File: config.mk
export PLATFORM = sky130hd
export DESIGN_NAME = three_axis_stepper_homing
export DESIGN_NICKNAME = d
export VERILOG_FILES = /design/src/hw/rtl/tash_pkg.sv /design/src/hw/rtl/tash_cfg.sv /design/src/hw/rtl/tash_seq.sv /design/src/hw/rtl/three_axis_stepper_homing.sv
export SDC_FILE = /design/constraint.sdc
export NUM_CORES = 1
export LEC_CHECK = 0
export BUFFER_PORTS_ARGS = -buffer_cell sky130_fd_sc_hd__buf_2
export CAP_MARGIN = 40
export CELL_PAD_IN_SITES_DETAIL_PLACEMENT = 1
export CELL_PAD_IN_SITES_GLOBAL_PLACEMENT = 2
export CORE_ASPECT_RATIO = 1.5
export CORE_MARGIN = 1.5
export CORE_UTILIZATION = 38
export CTS_BUF_LIST = sky130_fd_sc_hd__clkbuf_16
export DETAILED_ROUTE_END_ITERATION = 6
export PLACE_DENSITY = 0.89
export SKIP_LAST_GASP = 1
export SYNTH_ARGS = -nofsm -noshare
export SYNTH_HDL_FRONTEND = slang
export SYNTH_SLANG_ARGS = --single-unit
File: constraint.sdc
create_clock -name i_clk -period 5.3 [get_ports i_clk]
set_input_delay 0.265 -clock i_clk [delete_from_list [all_inputs] [get_ports i_clk]]
set_output_delay 0.265 -clock i_clk [all_outputs]
set_load 0.01 [all_outputs]
File: src/hw/rtl/tash_pkg.sv
// Package for the three-axis stepper homing block.
// Holds the word types, the configuration layout, register indexes and phase codes.
// Depends on nothing.
`default_nettype none

package tash_pkg;

    localparam int NUM_AXES_DEF    = 3;
    localparam int COUNT_WIDTH_DEF = 16;

    localparam int PERIOD_W  = 16;
    localparam int FACTOR_W  = 8;
    localparam int BACKOFF_W = 16;
    localparam int CFG_IDX_W = 2;
    localparam int CFG_DATA_W = 16;

    localparam logic [PERIOD_W-1:0]  FAST_PERIOD_RST = PERIOD_W'(100);
    localparam logic [FACTOR_W-1:0]  SLOW_FACTOR_RST = FACTOR_W'(10);
    localparam logic [BACKOFF_W-1:0] BACKOFF_RST     = BACKOFF_W'(800);

    localparam logic [CFG_IDX_W-1:0] CFG_FAST_PERIOD = 2'd0;
    localparam logic [CFG_IDX_W-1:0] CFG_SLOW_FACTOR = 2'd1;
    localparam logic [CFG_IDX_W-1:0] CFG_BACKOFF     = 2'd2;

    typedef enum logic [2:0] {
        PH_IDLE    = 3'd0,
        PH_FAST    = 3'd1,
        PH_BACKOFF = 3'd2,
        PH_SLOW    = 3'd3,
        PH_DONE    = 3'd4
    } t_phase;

    typedef struct packed {
        logic start_req;
        logic sensor_one;
        logic sensor_two;
        logic sensor_three;
    } t_in_word;

    typedef struct packed {
        logic       step_one;
        logic       step_two;
        logic       step_three;
        logic       dir_forward;
        logic       drive_enable;
        logic [2:0] phase;
    } t_out_word;

    typedef struct packed {
        logic [PERIOD_W-1:0]  fast_period_ticks;
        logic [FACTOR_W-1:0]  slow_factor;
        logic [BACKOFF_W-1:0] backoff_toggles;
    } t_cfg;

endpackage

`default_nettype wire

File: src/hw/rtl/tash_cfg.sv
// Configuration registers of the homing block.
// Uses tash_pkg for the register layout and indexes.
`default_nettype none

module tash_cfg
    import tash_pkg::*;
(
    input  wire logic                  i_clk,
    input  wire logic                  i_rst_n,
    input  wire logic                  i_cfg_we,
    input  wire logic [CFG_IDX_W-1:0]  i_cfg_idx,
    input  wire logic [CFG_DATA_W-1:0] i_cfg_data,
    output t_cfg                       o_cfg
);

    t_cfg r_cfg;

    always_ff @(posedge i_clk) begin
        if (!i_rst_n) begin
            r_cfg.fast_period_ticks <= FAST_PERIOD_RST;
            r_cfg.slow_factor       <= SLOW_FACTOR_RST;
            r_cfg.backoff_toggles   <= BACKOFF_RST;
        end else if (i_cfg_we) begin
            unique case (i_cfg_idx)
                CFG_FAST_PERIOD: r_cfg.fast_period_ticks <= i_cfg_data[PERIOD_W-1:0];
                CFG_SLOW_FACTOR: r_cfg.slow_factor       <= i_cfg_data[FACTOR_W-1:0];
                CFG_BACKOFF:     r_cfg.backoff_toggles   <= i_cfg_data[BACKOFF_W-1:0];
                default: begin
                end
            endcase
        end
    end

    assign o_cfg = r_cfg;

endmodule

`default_nettype wire

File: src/hw/rtl/tash_seq.sv
// Homing sequencer: phase state, tick and period counters, axis and step state.
// Uses tash_pkg for word types, configuration layout and phase codes.
`default_nettype none

module tash_seq
    import tash_pkg::*;
#(
    parameter int NUM_AXES    = NUM_AXES_DEF,
    parameter int COUNT_WIDTH = COUNT_WIDTH_DEF
) (
    input  wire logic     i_clk,
    input  wire logic     i_rst_n,
    input  wire logic     i_advance,
    input  wire t_in_word i_word,
    input  wire t_cfg     i_cfg,
    output t_out_word     o_result
);

    localparam int CW   = COUNT_WIDTH;
    localparam int N    = NUM_AXES;
    localparam int CMPW = (CW > BACKOFF_W) ? CW : BACKOFF_W;

    t_phase              r_phase,   n_phase;
    logic [CW-1:0]       r_tick,    n_tick;
    logic [FACTOR_W-1:0] r_slow,    n_slow;
    logic [CW-1:0]       r_backoff, n_backoff;
    logic [N-1:0]        r_active,  n_active;
    logic [N-1:0]        r_steps,   n_steps;
    logic                r_dir,     n_dir;
    logic                r_en,      n_en;

    logic                fast_hit;
    logic [CW-1:0]       tick_step;
    logic                slow_hit;
    logic [FACTOR_W-1:0] slow_inc;
    logic [FACTOR_W-1:0] slow_after;
    logic [FACTOR_W-1:0] factor;
    logic                slow_bound;
    logic                back_hit;
    logic [CW-1:0]       back_step;
    logic [7:0]          trig_all;
    logic [N-1:0]        trig;
    logic [N-1:0]        active_after;
    logic [7:0]          steps_ext;

    function automatic logic [CW-1:0] f_bump(input logic [CW-1:0] cnt);
        logic [CW-1:0] c;
        c = cnt + 1'b1;
        if (c == '0) begin
            c = '1;
        end
        return c;
    endfunction

    function automatic logic f_reached(input logic [CW-1:0] cnt,
                                       input logic [15:0] target);
        logic [CW-1:0]   c;
        logic [CMPW-1:0] ce;
        logic [CMPW-1:0] te;
        c  = f_bump(cnt);
        ce = CMPW'(c);
        te = (target == '0) ? CMPW'(1) : CMPW'(target);
        return (ce >= te) || (c == '1);
    endfunction

    always_comb begin
        fast_hit   = f_reached(r_tick, i_cfg.fast_period_ticks);
        tick_step  = fast_hit ? '0 : f_bump(r_tick);
        factor     = (i_cfg.slow_factor == '0) ? FACTOR_W'(1) : i_cfg.slow_factor;
        slow_inc   = r_slow + 1'b1;
        slow_hit   = slow_inc >= factor;
        slow_bound = fast_hit && slow_hit;
        slow_after = fast_hit ? (slow_hit ? '0 : slow_inc) : r_slow;
        back_hit   = f_reached(r_backoff, i_cfg.backoff_toggles);
        back_step  = back_hit ? '0 : f_bump(r_backoff);

        trig_all     = {5'b11111, ~i_word.sensor_three, ~i_word.sensor_two,
                        ~i_word.sensor_one};
        trig         = trig_all[N-1:0];
        active_after = r_active & ~trig;
    end

    always_comb begin
        n_phase   = r_phase;
        n_tick    = r_tick;
        n_slow    = r_slow;
        n_backoff = r_backoff;
        n_active  = r_active;
        n_steps   = r_steps;
        n_dir     = r_dir;
        n_en      = r_en;
        priority if (i_word.start_req) begin
            n_phase   = PH_FAST;
            n_en      = 1'b1;
            n_dir     = 1'b0;
            n_tick    = '0;
            n_slow    = '0;
            n_backoff = '0;
            n_active  = '1;
        end else begin
            unique case (r_phase)
                PH_FAST: begin
                    n_tick = tick_step;
                    if (fast_hit) begin
                        n_active = active_after;
                        n_steps  = r_steps ^ active_after;
                        if (active_after == '0) begin
                            n_phase   = PH_BACKOFF;
                            n_dir     = 1'b1;
                            n_tick    = '0;
                            n_slow    = '0;
                            n_backoff = '0;
                        end
                    end
                end
                PH_BACKOFF: begin
                    n_tick = tick_step;
                    n_slow = slow_after;
                    if (slow_bound) begin
                        n_steps   = ~r_steps;
                        n_backoff = back_step;
                        if (back_hit) begin
                            n_phase  = PH_SLOW;
                            n_dir    = 1'b0;
                            n_tick   = '0;
                            n_slow   = '0;
                            n_active = '1;
                        end
                    end
                end
                PH_SLOW: begin
                    n_tick = tick_step;
                    n_slow = slow_after;
                    if (slow_bound) begin
                        n_active = active_after;
                        n_steps  = r_steps ^ active_after;
                        if (active_after == '0) begin
                            n_phase = PH_DONE;
                        end
                    end
                end
                default: begin
                end
            endcase
        end
    end

    always_ff @(posedge i_clk) begin
        if (!i_rst_n) begin
            r_phase   <= PH_IDLE;
            r_tick    <= '0;
            r_slow    <= '0;
            r_backoff <= '0;
            r_active  <= '1;
            r_steps   <= '0;
            r_dir     <= 1'b0;
            r_en      <= 1'b0;
        end else if (i_advance) begin
            r_phase   <= n_phase;
            r_tick    <= n_tick;
            r_slow    <= n_slow;
            r_backoff <= n_backoff;
            r_active  <= n_active;
            r_steps   <= n_steps;
            r_dir     <= n_dir;
            r_en      <= n_en;
        end
    end

    always_comb begin
        steps_ext             = 8'(n_steps);
        o_result.step_one     = steps_ext[0];
        o_result.step_two     = steps_ext[1];
        o_result.step_three   = steps_ext[2];
        o_result.dir_forward  = n_dir;
        o_result.drive_enable = n_en;
        o_result.phase        = n_phase;
    end

endmodule

`default_nettype wire

File: src/hw/rtl/three_axis_stepper_homing.sv
// Homing sequencer for three stepper axes: each input word is one base tick and gives one
// result word with the step, direction and enable levels and the phase after that tick.
// The block takes one word per clock unless o_stall is high; as a word leaves the input
// register, its result enters the result register and the sequencer state advances once
// per word. Configuration must be written through the plain write port only while no
// word is in flight; the block does not enforce it. Uses tash_pkg, tash_cfg and tash_seq.
`default_nettype none

module three_axis_stepper_homing
    import tash_pkg::*;
#(
    parameter int NUM_AXES    = NUM_AXES_DEF,
    parameter int COUNT_WIDTH = COUNT_WIDTH_DEF
) (
    input  wire logic                  i_clk,
    input  wire logic                  i_rst_n,
    input  wire logic                  i_valid,
    output logic                       o_stall,
    input  wire t_in_word              i_data,
    output logic                       o_valid,
    input  wire logic                  i_stall,
    output t_out_word                  o_data,
    input  wire logic                  i_cfg_we,
    input  wire logic [CFG_IDX_W-1:0]  i_cfg_idx,
    input  wire logic [CFG_DATA_W-1:0] i_cfg_data
);

    t_cfg      cfg;
    t_out_word result;
    logic      r_in_valid;
    t_in_word  r_in_word;
    logic      r_out_valid;
    t_out_word r_out_word;
    logic      out_free;
    logic      advance;
    logic      accept_in;

    tash_cfg u_cfg (
        .i_clk      (i_clk),
        .i_rst_n    (i_rst_n),
        .i_cfg_we   (i_cfg_we),
        .i_cfg_idx  (i_cfg_idx),
        .i_cfg_data (i_cfg_data),
        .o_cfg      (cfg)
    );

    tash_seq #(
        .NUM_AXES    (NUM_AXES),
        .COUNT_WIDTH (COUNT_WIDTH)
    ) u_seq (
        .i_clk     (i_clk),
        .i_rst_n   (i_rst_n),
        .i_advance (advance),
        .i_word    (r_in_word),
        .i_cfg     (cfg),
        .o_result  (result)
    );

    assign out_free  = !r_out_valid || !i_stall;
    assign advance   = r_in_valid && out_free;
    assign o_stall   = r_in_valid && !out_free;
    assign accept_in = i_valid && !o_stall;

    always_ff @(posedge i_clk) begin
        if (!i_rst_n) begin
            r_in_valid  <= 1'b0;
            r_out_valid <= 1'b0;
        end else begin
            if (accept_in) begin
                r_in_valid <= 1'b1;
            end else if (advance) begin
                r_in_valid <= 1'b0;
            end
            if (advance) begin
                r_out_valid <= 1'b1;
            end else if (!i_stall) begin
                r_out_valid <= 1'b0;
            end
        end
    end

    always_ff @(posedge i_clk) begin
        if (accept_in) begin
            r_in_word <= i_data;
        end
        if (advance) begin
            r_out_word <= result;
        end
    end

    assign o_valid = r_out_valid;
    assign o_data  = r_out_word;

    a_enable_when_active: assert property (@(posedge i_clk) disable iff (!i_rst_n)
        o_valid && (o_data.phase != PH_IDLE) |-> o_data.drive_enable)
        else $error("drivers disabled outside idle");

    a_dir_backoff: assert property (@(posedge i_clk) disable iff (!i_rst_n)
        o_valid |-> (o_data.dir_forward == (o_data.phase == PH_BACKOFF)))
        else $error("direction does not match phase");

    a_input_held: assert property (@(posedge i_clk) disable iff (!i_rst_n)
        r_in_valid && !advance |=> r_in_valid && $stable(r_in_word))
        else $error("input word lost while result register full");

endmodule

`default_nettype wire

=== After elaboration in Yosys (flattened, before gate mapping) ===
Cells that the tools add are included.

* Register bits: 105
* Bits of input ports: 27
* Output and inout bits: 10
* Word-level logic and storage cells: 133

* Add/subtract/negate cells: 3
* Order comparisons: 3
* Eq/ne operators: 13
* Multiplexer cells: 56
* Bitwise gates (word level): 7
* Reduce and logical (&&, ||, !) cells: 28

{| class="wikitable"
|+ Operators by type and width
! cell !! count
|-
| 16-bit two-way mux || 15
|-
| 16-bit zero test || 4
|-
| 8-bit two-way mux || 8
|-
| 3-bit two-way mux || 16
|-
| 16-bit one-hot mux with 3 select lines || 1
|-
| 16-bit by 1-bit adder with 16-bit output, second input constant || 2
|-
| 16-bit equality test, second input constant || 2
|-
| 16-bit >= comparator || 2
|-
| 16-bit one-hot mux with 2 select lines || 1
|-
| 3-bit one-hot mux with 3 select lines || 3
|-
| 8-bit one-hot mux with 3 select lines || 1
|-
| 3-bit by 2-bit != test with 1-bit output, second input constant || 5
|-
| 1-bit two-way mux || 10
|-
| 8-bit by 1-bit adder with 8-bit output, second input constant || 1
|-
| 8-bit >= comparator || 1
|-
| 8-bit zero test || 1
|-
| 2-bit AND reduction || 4
|-
| 3-bit by 2-bit equality test with 1-bit output, second input constant || 2
|-
| 3-bit NOT || 2
|-
| 6-bit AND reduction || 1
|-
| 5-bit AND reduction || 1
|-
| 1-bit logical AND || 4
|-
| 1-bit zero test || 4
|-
| 4-bit AND reduction || 1
|-
| 14 further kinds || 18
|}

=== Longest topological paths before layout ===
* Word-level depth: 10
* Mapped depth: 21
* Depth with buffers taken out: 17

=== Cells and area by module ===
A second synthesis with hierarchy kept.

* Cells, all modules: 852
* Area, all modules: 7033.0 µm²

{| class="wikitable"
|+ By module, submodules not included
! module !! instances !! cells each !! area an instance (µm²) !! sequential area each (µm²)
|-
| tash_seq || 1 || 670 || 4972.3 || 1021.0
|-
| tash_cfg || 1 || 162 || 1616.6 || 800.8
|-
| three_axis_stepper_homing || 1 || 20 || 444.2 || 400.4
|}

=== Least setup slack after synthesis ===
Ideal clock, no wire load.

* Path type: register to register
* Start: reg u_seq.r_backoff[0]
* End: reg r_out_word (netlist bit o_data[4]) (data pin)
* Setup time: 0.254 ns
* Data arrival time: 4.140 ns
* Slack: 0.906 ns
* Cell stages (with the launch flop): 18
* Period minus slack after synthesis: 4.394 ns
* Cells stage by stage: dfxtp_1 -> ha_1 -> nand3_1 -> nor3_1 -> mux2i_1 -> nand3_1 -> nor4b_2 -> clkbuf_1 -> nor2b_1 -> inv_1 -> ha_1 -> o2111ai_1 -> o221a_2 -> o41ai_1 -> a41o_1 -> nor3_1 -> o31a_1 -> o21a_1

{| class="wikitable"
|+ RTL lines
! element !! line !! RTL
|-
| start, declared || tash_seq.sv:26 || <nowiki>logic [CW-1:0] r_backoff, n_backoff;</nowiki>
|-
| start signal, assigned || tash_seq.sv:162 || <nowiki>r_backoff <= n_backoff;</nowiki>
|-
| end signal, assigned || three_axis_stepper_homing.sv:87 || <nowiki>r_out_word <= result;</nowiki>
|-
| end, declared || three_axis_stepper_homing.sv:33 || <nowiki>t_out_word r_out_word;</nowiki>
|}

==> results.md <==
- Status: finished clean
- CTS tree: done
- Largest net degree at the start of global routing: 57
- Post-layout minimum cycle time: 4.88 ns
- Placed insts: 1084
- Later-pin clock latency in the skew report: roughly 0.35 ns
- Min-delay src: i_data[2]
- RSZ-0062 raised after global routing: false
- Clock transition at path regs: 0.08 ns
- Clk_skew: 0.0174 ns
- Antenna Nets Post-Route: 0
- Dpl hpwl: 16100 um
- Yosys cell types: around 80
- # setup viols final: 0
- Core area: 17900 um2
- CP arrival: between 5 and 6 ns
- Register area: ~2200 um2
- DRC errors left: 0
- Max-slew headroom: around half
- Hold-fix buffer count after cts: 0
- Final cell count without fillers: 1100
- Grt ovf: 0
- I/O Buffers: 36
- Die ar.: 19100 um2
- Setup CP Type: reg -> reg
- CTS resizes: 0
- Mapped Area: 6930 um2
- Wire length per cell: 18.7 um
- Worst reg-to-reg path cell count: 17
- Final number of max-transition violations: 0
- Reg-to-Reg Start: u_seq.r_tick[0]
- Slew @ Worst Pin: 0.738 ns
- WL final: 20600 um
- Seq/Total Area, Yosys: between 30% and 40%
- Max-cap viol count: 0
- Syn Inst Count: 852
- Most common cell after layout, fill and taps aside: nand2_1
- Initial core utilization: between 30% and 40%
- Fraction of layout cells with a size suffix above 1: a little over an eighth
- Post-route setup TNS: 0 ns
- Initial antenna violation count: 0
- Drt initial violations: 196
- Clock Tree Buf Depth: 2
- Fin crit share: 92.0%
- CP Max Fanout: 11
- Worst hold-check path type: in -> reg
- Multi-input logic area: 4240 um2
- Critical Path RT: 5.47 ns
- # IOs: 37
- PwrDens: 210 nW/um2
- Clk root buf: clkbuf_16
- N_diodes: 0
- Overall Global Routing Usage: between 20 and 25%
- RR Endpoint: o_data[7]
- Fmax: slightly above 0.2 GHz
- Final hold slack: 0.0818 ns
- Die height: 168 um
- R2R setup slack: approximately 0.42 ns
- DR pass1 iterations: 4
- Setup crit start kind: flop
- Syn nets: about 900
- Worst Hold End: r_in_word[2]
- First-pass GRT wire length: between 30000 and 40000 um
- DR vias: 6323
- VDD IR max: 0.119 mV
- Final Hold Vio Count: 0
- Routability cong.: around 0.86
- Fillers: 2208
- Worst Hold Depth: 1
- Post-synth EDFFs: 12
- H-tree Lvls: 3
- DR vias/cell: 5.75
- Chip width: 113 um
- Yosys Warn Count: 0
- Yosys reg bits: 105
- Static Leak: 3.12 nW
- Clock sinks: between 100 and 150
- CTS buffer count: 9
- Vias in the first global route: ~6600
- Commonest cells after routing, fill and taps aside: 118 x nand2_1, 93 x dfxtp_1, 62 x inv_1
- Row count: 60
- Setup repair bufs after CTS: 0
- Nets: 948
- Crit. End Element: flop
- Ys async rst share: 0%
- Synthesized area per cell: 8.13 um2
- Synth-to-Final Area Change: 11.0%
- Synth Flop Type: dfxtp_1
-- critical path: stages, from the launching register on --
cell and delay, ns:
dfxtp_1 0.44, ha_1 0.24, nand3_2 0.16, nor2_1 0.33
nand2_1 0.09, a22oi_1 0.37, or3_1 0.41, buf_4 0.22
nand2_1 0.09, ha_1 0.31, nand2_1 0.07, a2111oi_0 0.46
buf_4 0.19, o21ai_0 0.18, o311ai_4 0.20, nor2_1 0.25
or3_1 0.46, o22ai_1 0.24
-- synthesized netlist by cell type (15+ instances only) --
| master | count | share of area [%] |
|---|---|---|
| o211ai_1 | 15 | 1.6 |
| nand3_1 | 16 | 1.2 |
| inv_1 | 63 | 3.4 |
| nand2_1 | 118 | 6.4 |
| nor3_1 | 22 | 1.6 |
| buf_2 | 19 | 1.4 |
| nor2_1 | 61 | 3.3 |
| nor2b_1 | 16 | 1.4 |
| o21ai_0 | 20 | 1.4 |
| a21oi_1 | 49 | 3.5 |
| dfxtp_1 | 93 | 27 |
| clkbuf_1 | 28 | 1.5 |
| ha_1 | 43 | 7.8 |
| xnor2_1 | 24 | 3.0 |
| a32oi_1 | 18 | 2.3 |
-- sequential cells by signal, indices dropped and copies added (netlist names), 3 cells and up --
signal and cells:
o_data 8, r_in_word 4, u_cfg.o_cfg 40, u_seq.r_active 3, u_seq.r_backoff 16, u_seq.r_phase 3
u_seq.r_slow 8, u_seq.r_steps 3, u_seq.r_tick 16
-- kinds of logic after synthesis --
group / Yosys count / synth area share, %
compound gates: 204 / 21.7
xor+xnor: 38 / 4.80
fa+ha+maj: 43 / 7.77
buf+inv: 116 / 6.79
flops: 105 / 32.1
mux: 15 / 2.19
simple gates: 331 / 24.7
-- worst max-delay path by stage --
stage                  startpoint         endpoint  slack, ns  cells past startpoint
6_report          u_seq.r_tick[0]        o_data[7]       0.42                     17
5_1_grt           u_seq.r_tick[0]        o_data[7]       0.01                     17
4_1_cts           u_seq.r_tick[0]        o_data[7]       0.42                     17
3_5_place_dp      u_seq.r_tick[0]        o_data[5]       0.43                     18
3_3_place_gp      u_seq.r_tick[0]  u_seq.r_tick[8]       0.49                     18
2_1_floorplan  u_seq.r_backoff[0]        o_data[4]       0.91                     17
-- final cells by class --
class,count,area share (%)
clock inverters,7,0.813
multi-input cells,631,55.2
well taps,217,3.53
repair buffers,67,5.53
inverters,64,3.12
flip-flops and latches,105,28.9
clock buffers,9,2.93
-- layer usage --
layer / vias to the layer above / share of wire [%] / wire length (um) / GRT usage [%]
met1: 3082 / 40 / 8210 / 24.0
met2: 86 / 55 / 11400 / 43.2
met5: - / 0 / 0 / 0
li1: 3121 / - / - / -
met3: 34 / 1.5 / 310 / 2.16
met4: 0 / 3.4 / 698 / 8.64
-- power breakdown --
group | internal (mW) | switching [mW] | total, mW
registers | 0.821 | 0.0148 | 0.836
logic | 0.0432 | 0.0790 | 0.122
clock network | 0.329 | 0.332 | 0.661
total | 1.19 | 0.426 | 1.62
-- per-stage QoR --
stage | setup WS [ns] | power [mW] | cell area [um2] | util [%]
floorplan | 0.906 | 0.926 | 6930 | -
global placement | 0.490 | 0.974 | 7380 | 41.3
detailed placement | 0.433 | 0.978 | 7400 | 41.4
CTS | 0.419 | 1.64 | 7690 | 43.0
global route | 0.0109 | 1.68 | 7690 | 43.0
finish | 0.425 | 1.62 | 7690 | 43.0
No activity file was read; power rests on OpenSTA's default activity.
